--- src/hw/rtl/vse_ram.sv ---
`default_nettype none

module vse_ram #(
   parameter int WIDTH = 32,
   parameter int DEPTH = 16,
   localparam int ADDR_W = (DEPTH > 1) ? $clog2(DEPTH) : 1
) (
   input  wire logic              clock,
   input  wire logic              wr_en,
   input  wire logic [ADDR_W-1:0] wr_addr,
   input  wire logic [WIDTH-1:0]  wr_data,
   input  wire logic              rd_en,
   input  wire logic [ADDR_W-1:0] rd_addr,
   output logic      [WIDTH-1:0]  rd_data
);

   logic [WIDTH-1:0] mem_ff [DEPTH];
   logic [WIDTH-1:0] rd_data_ff;

   // one write, one registered read; same address returns the old word
   always_ff @(posedge clock) begin
      if (wr_en) begin
         mem_ff[wr_addr] <= wr_data;
      end
      if (rd_en) begin
         rd_data_ff <= mem_ff[rd_addr];
      end
   end

   assign rd_data = rd_data_ff;

endmodule

`default_nettype wire

--- src/hw/rtl/vse_delay.sv ---
`default_nettype none

// Programmable delay of len pushes, built as a ring over one RAM.
module vse_delay #(
   parameter int WIDTH = 32,
   parameter int DEPTH = 16,
   localparam int LEN_W  = $clog2(DEPTH + 1),
   localparam int ADDR_W = (DEPTH > 1) ? $clog2(DEPTH) : 1
) (
   input  wire logic             clock,
   input  wire logic             reset,
   input  wire logic             push,
   input  wire logic [LEN_W-1:0] len,
   input  wire logic [WIDTH-1:0] din,
   output logic      [WIDTH-1:0] dout
);

   logic [ADDR_W-1:0] ptr_ff;
   logic [ADDR_W-1:0] ptr_in;

   // pointer wraps at len-1, also when len shrank below it
   always_comb begin
      ptr_in = ptr_ff;
      if (push) begin
         if ((LEN_W + 1)'(ptr_ff) + (LEN_W + 1)'(1) >= (LEN_W + 1)'(len)) begin
            ptr_in = '0;
         end else begin
            ptr_in = ptr_ff + ADDR_W'(1);
         end
      end
   end

   always_ff @(posedge clock) begin
      if (reset) begin
         ptr_ff <= '0;
      end else begin
         ptr_ff <= ptr_in;
      end
   end

   // read-before-write at the same slot gives the word pushed len pushes ago
   vse_ram #(
      .WIDTH (WIDTH),
      .DEPTH (DEPTH)
   ) u_ram (
      .clock   (clock),
      .wr_en   (push),
      .wr_addr (ptr_ff),
      .wr_data (din),
      .rd_en   (push),
      .rd_addr (ptr_ff),
      .rd_data (dout)
   );

endmodule

`default_nettype wire

--- config.mk ---
export PLATFORM = sky130hd
export DESIGN_NAME = vse_delay
export DESIGN_NICKNAME = d
export VERILOG_FILES = /design/src/hw/rtl/vse_ram.sv /design/src/hw/rtl/vse_delay.sv
export SDC_FILE = /design/constraint.sdc
export NUM_CORES = 1
export LEC_CHECK = 0
export ABC_CLOCK_PERIOD_IN_PS = 3900
export BUFFER_PORTS_ARGS = -buffer_cell sky130_fd_sc_hd__buf_2
export CORE_AREA = 2 2 206 410
export DETAILED_ROUTE_END_ITERATION = 8
export DIE_AREA = 0 0 208 412
export PLACE_DENSITY_LB_ADDON = 0.05
export RECOVER_POWER = 25
export SKIP_LAST_GASP = 1
export SYNTH_ARGS = -nofsm -noshare
export SYNTH_HDL_FRONTEND = slang
export SYNTH_HIERARCHICAL = 1
export SYNTH_SLANG_ARGS = --single-unit
--- constraint.sdc ---
create_clock -name clock -period 3.9 [get_ports clock]
set_input_delay 0.195 -clock clock [delete_from_list [all_inputs] [get_ports clock]]
set_output_delay 0.195 -clock clock [all_outputs]
set_load 0.01 [all_outputs]
==> results.md <==
- Status: complete, no violations
- TNS Setup: 0 ns
- IO buf count: 71
- CP max stage cell: buf_4
- Worst Setup Start Kind: flip-flop
- Routed via count: roughly 9500
- Total Power: about 13 mW
- GRT Resource Usage Total: between 10% and 20%
- WL final: a little under 60 mm
- CP required: ~4.4 ns
- Max Cap Viol: 0
- Vias in the first global route: approximately 10000
- Tightest Pin Transition: between 0.9 and 1 ns
- Die area: roughly 86000 µm²
- Die height: about 400 µm
- Clock H-tree levels: 2
- R2R cell count: 8
- # DRC: 0
- Largest net degree at the start of global routing: 80
- Overflow after GRT: 0
- Hold Vio Cnt, Final: 0
- CP top delay family: buffers and inverters
- First-pass GRT wire length: about 83 mm
- Clk_skew: 0.0128 ns
- Leak: roughly 7.6 nW
- Post-DR vias/cell: roughly 4.5
- Final period util: 64.7%
- Final setup fails: 0
- Reg2Reg Launch Point: ptr_ff[1]
- Worst path arrival time: around 3 ns
- FF+latch count, synth: roughly 550
- Critical path class: reg2reg
- Synth top area share: roughly four fifths
- Synth cell types: 30
- Worst setup endpoint: ptr_ff[1]
- Post-route antenna net violation count: 0
- Worst R2R End: ptr_ff[1]
- Syn Inst Count: around 870
- Critical path depth: 8
- Root buffer cell: clkbuf_16
- Worst setup EP type: flip-flop
- Share of cells above drive strength 1: between 30% and 40%
- Skew-Pair Late Insertion Delay: about 0.6 ns
- Commonest non-fill, non-tap cells in the layout: edfxtp_1, mux4_2, a22oi_1
- Avg Inst Size Synth: ~24 µm²
- Leading post-synthesis cells by cell area: edfxtp_1, mux4_2, a22oi_1
- # IOs: 72
- Initial antenna violation count: 0
- Cell accounting for the most synthesized area: edfxtp_1
- WL per Instance: roughly 28 µm
- Final slew viol count: 0
- Post-synth EDFFs: approximately 540
- DR pass1 iterations: 4
- R2R Setup Slk: 1.38 ns
- Clk slew on worst S/H paths: 0.07 ns
- Post-detail-place hpwl: ~33 mm
- Maximum clock rate: just under 0.4 GHz
- Slew HR: between 30% and 40%
- Die width: between 200 and 250 µm
- CP startpoint: ptr_ff[1]
- Worst hold path class: in2reg
- Main synth FF type: edfxtp_1
- Max incr delay on CP: 0.72 ns
- Power Density: between 500 and 600 nW/µm²
- Bufs and invs on worst path: 1
- Crit-path cells: buf_4 -> nand3_1 -> xnor2_1 -> ha_1 -> nand2_1 -> nand3b_1 -> a31oi_2 -> a32o_2
- ANT cells: 0
- # clock sinks: 548
- RSZ-0062 raised after global routing: no
- Seq/Total Area, Yosys: 80.1%
- CTS buffer count: 52
- Initial Util: between 20 and 25%
- Final min period: 2.52 ns
- Most common cell after layout, fill and taps aside: edfxtp_1
- Max Buffers Root-to-Sink: 3
- Hold_sp: len[3]
- CORE AREA: ~82000 µm²
- Synthesis-to-layout area growth: 20.0%
- Mapped Nets: 917
- Yosys warning total: 6
- Nets@finish: between 1000 and 1500
- Num rows: between 100 and 150
- Gpl congestion: 0.662
- CTS tree: yes
- Synthesized cell area: 20500 µm²
- Initial DRC Count: about 640
- VDD IR max: approximately 0.00029 V
- Worst-path fanout max: just under 50
- Async S/R FF share, synth: 0%
-- worst min-delay path by stage --
stage                               end  slack [ns]  cells past startpoint
floorplan            u_ram/mem_ff[0][0]        0.29                      0
global placement    u_ram/mem_ff[0][14]        0.59                      1
detailed placement            ptr_ff[0]        0.57                      3
CTS                   u_ram/rd_data[23]        0.04                      1
global route                  ptr_ff[0]        0.31                      5
finish                        ptr_ff[0]        0.26                      5
-- flip-flops by register name, indices dropped and copies added, names as in the netlist --
name / flops
ptr_ff: 4
u_ram/mem_ff: 512
u_ram/rd_data: 32
-- cell type report --
type,count,area [µm²]
clock buffers,58,1350
clock inverters,38,350
fillers,8036,57800
inverters,5,18.8
multi-input cells,275,3970
flip-flops and latches,548,16400
well taps,1057,1320
repair buffers,145,1170
-- power breakdown --
part           switching, mW  internal (mW)
combinational          0.441          0.356
clock                   2.28           2.88
sequential            0.0520           6.59
total                   2.78           9.83
-- cells by family (layout without fill, tap and decap cells) --
group,Yosys count,after routing,share of synthesized area (%)
xor+xnor,2,2,0.0855
fa+ha+maj,6,6,0.366
compound gates,71,71,2.70
simple gates,68,68,1.50
mux,128,128,14.1
buf+inv,48,246,1.18
flops,548,548,80.1
-- synth_stat cells (2+ instances only) --
master	n
edfxtp_1	544
mux4_2	128
a22oi_1	64
nand2_1	35
clkbuf_1	17
nor2_1	15
buf_4	11
buf_1	9
ha_1	6
inv_1	5
buf_2	4
dfxtp_1	4
nor3_1	4
a32o_2	3
nand3b_1	3
buf_6	2
nand2b_1	2
nand3_1	2
nor2b_1	2
-- worst reg2reg max path, cell delays in order, from the launching register on --
cell      delay (ns)
dfxtp_4         0.51
buf_4           0.72
nand3_1         0.20
xnor2_1         0.19
ha_1            0.21
nand2_1         0.06
nand3b_1        0.08
a31oi_2         0.27
a32o_2          0.21
-- routing by layer --
layer  global-route usage (%)  share of wire, %  vias to the layer above
met5                        0                 0                        -
met4                     3.53               1.8                        0
met3                     1.57               2.7                       64
met2                     26.6                56                      145
met1                     16.4                40                     5230
li1                         -                 -                     4037
-- per-stage QoR --
step	setup WS (ns)	instances	hold slack [ns]	instance area [µm²]	utilization [%]
after floorplan	0.328	871	0.294	20500	-
after global placement	1.32	1997	0.587	22600	27.4
after detailed placement	1.33	1997	0.572	22600	27.4
after CTS	1.31	2126	0.0412	24600	29.9
after global routing	1.16	2126	0.306	24600	29.9
final	1.38	2126	0.263	24600	29.9
-- repair_timing --
item	in CTS	in global routing
gates resized for setup	0	0
hold buffers	33	0
endpoints found under the hold margin	516	0
setup buffers	0	0
Power figures use the tool's default switching activity.
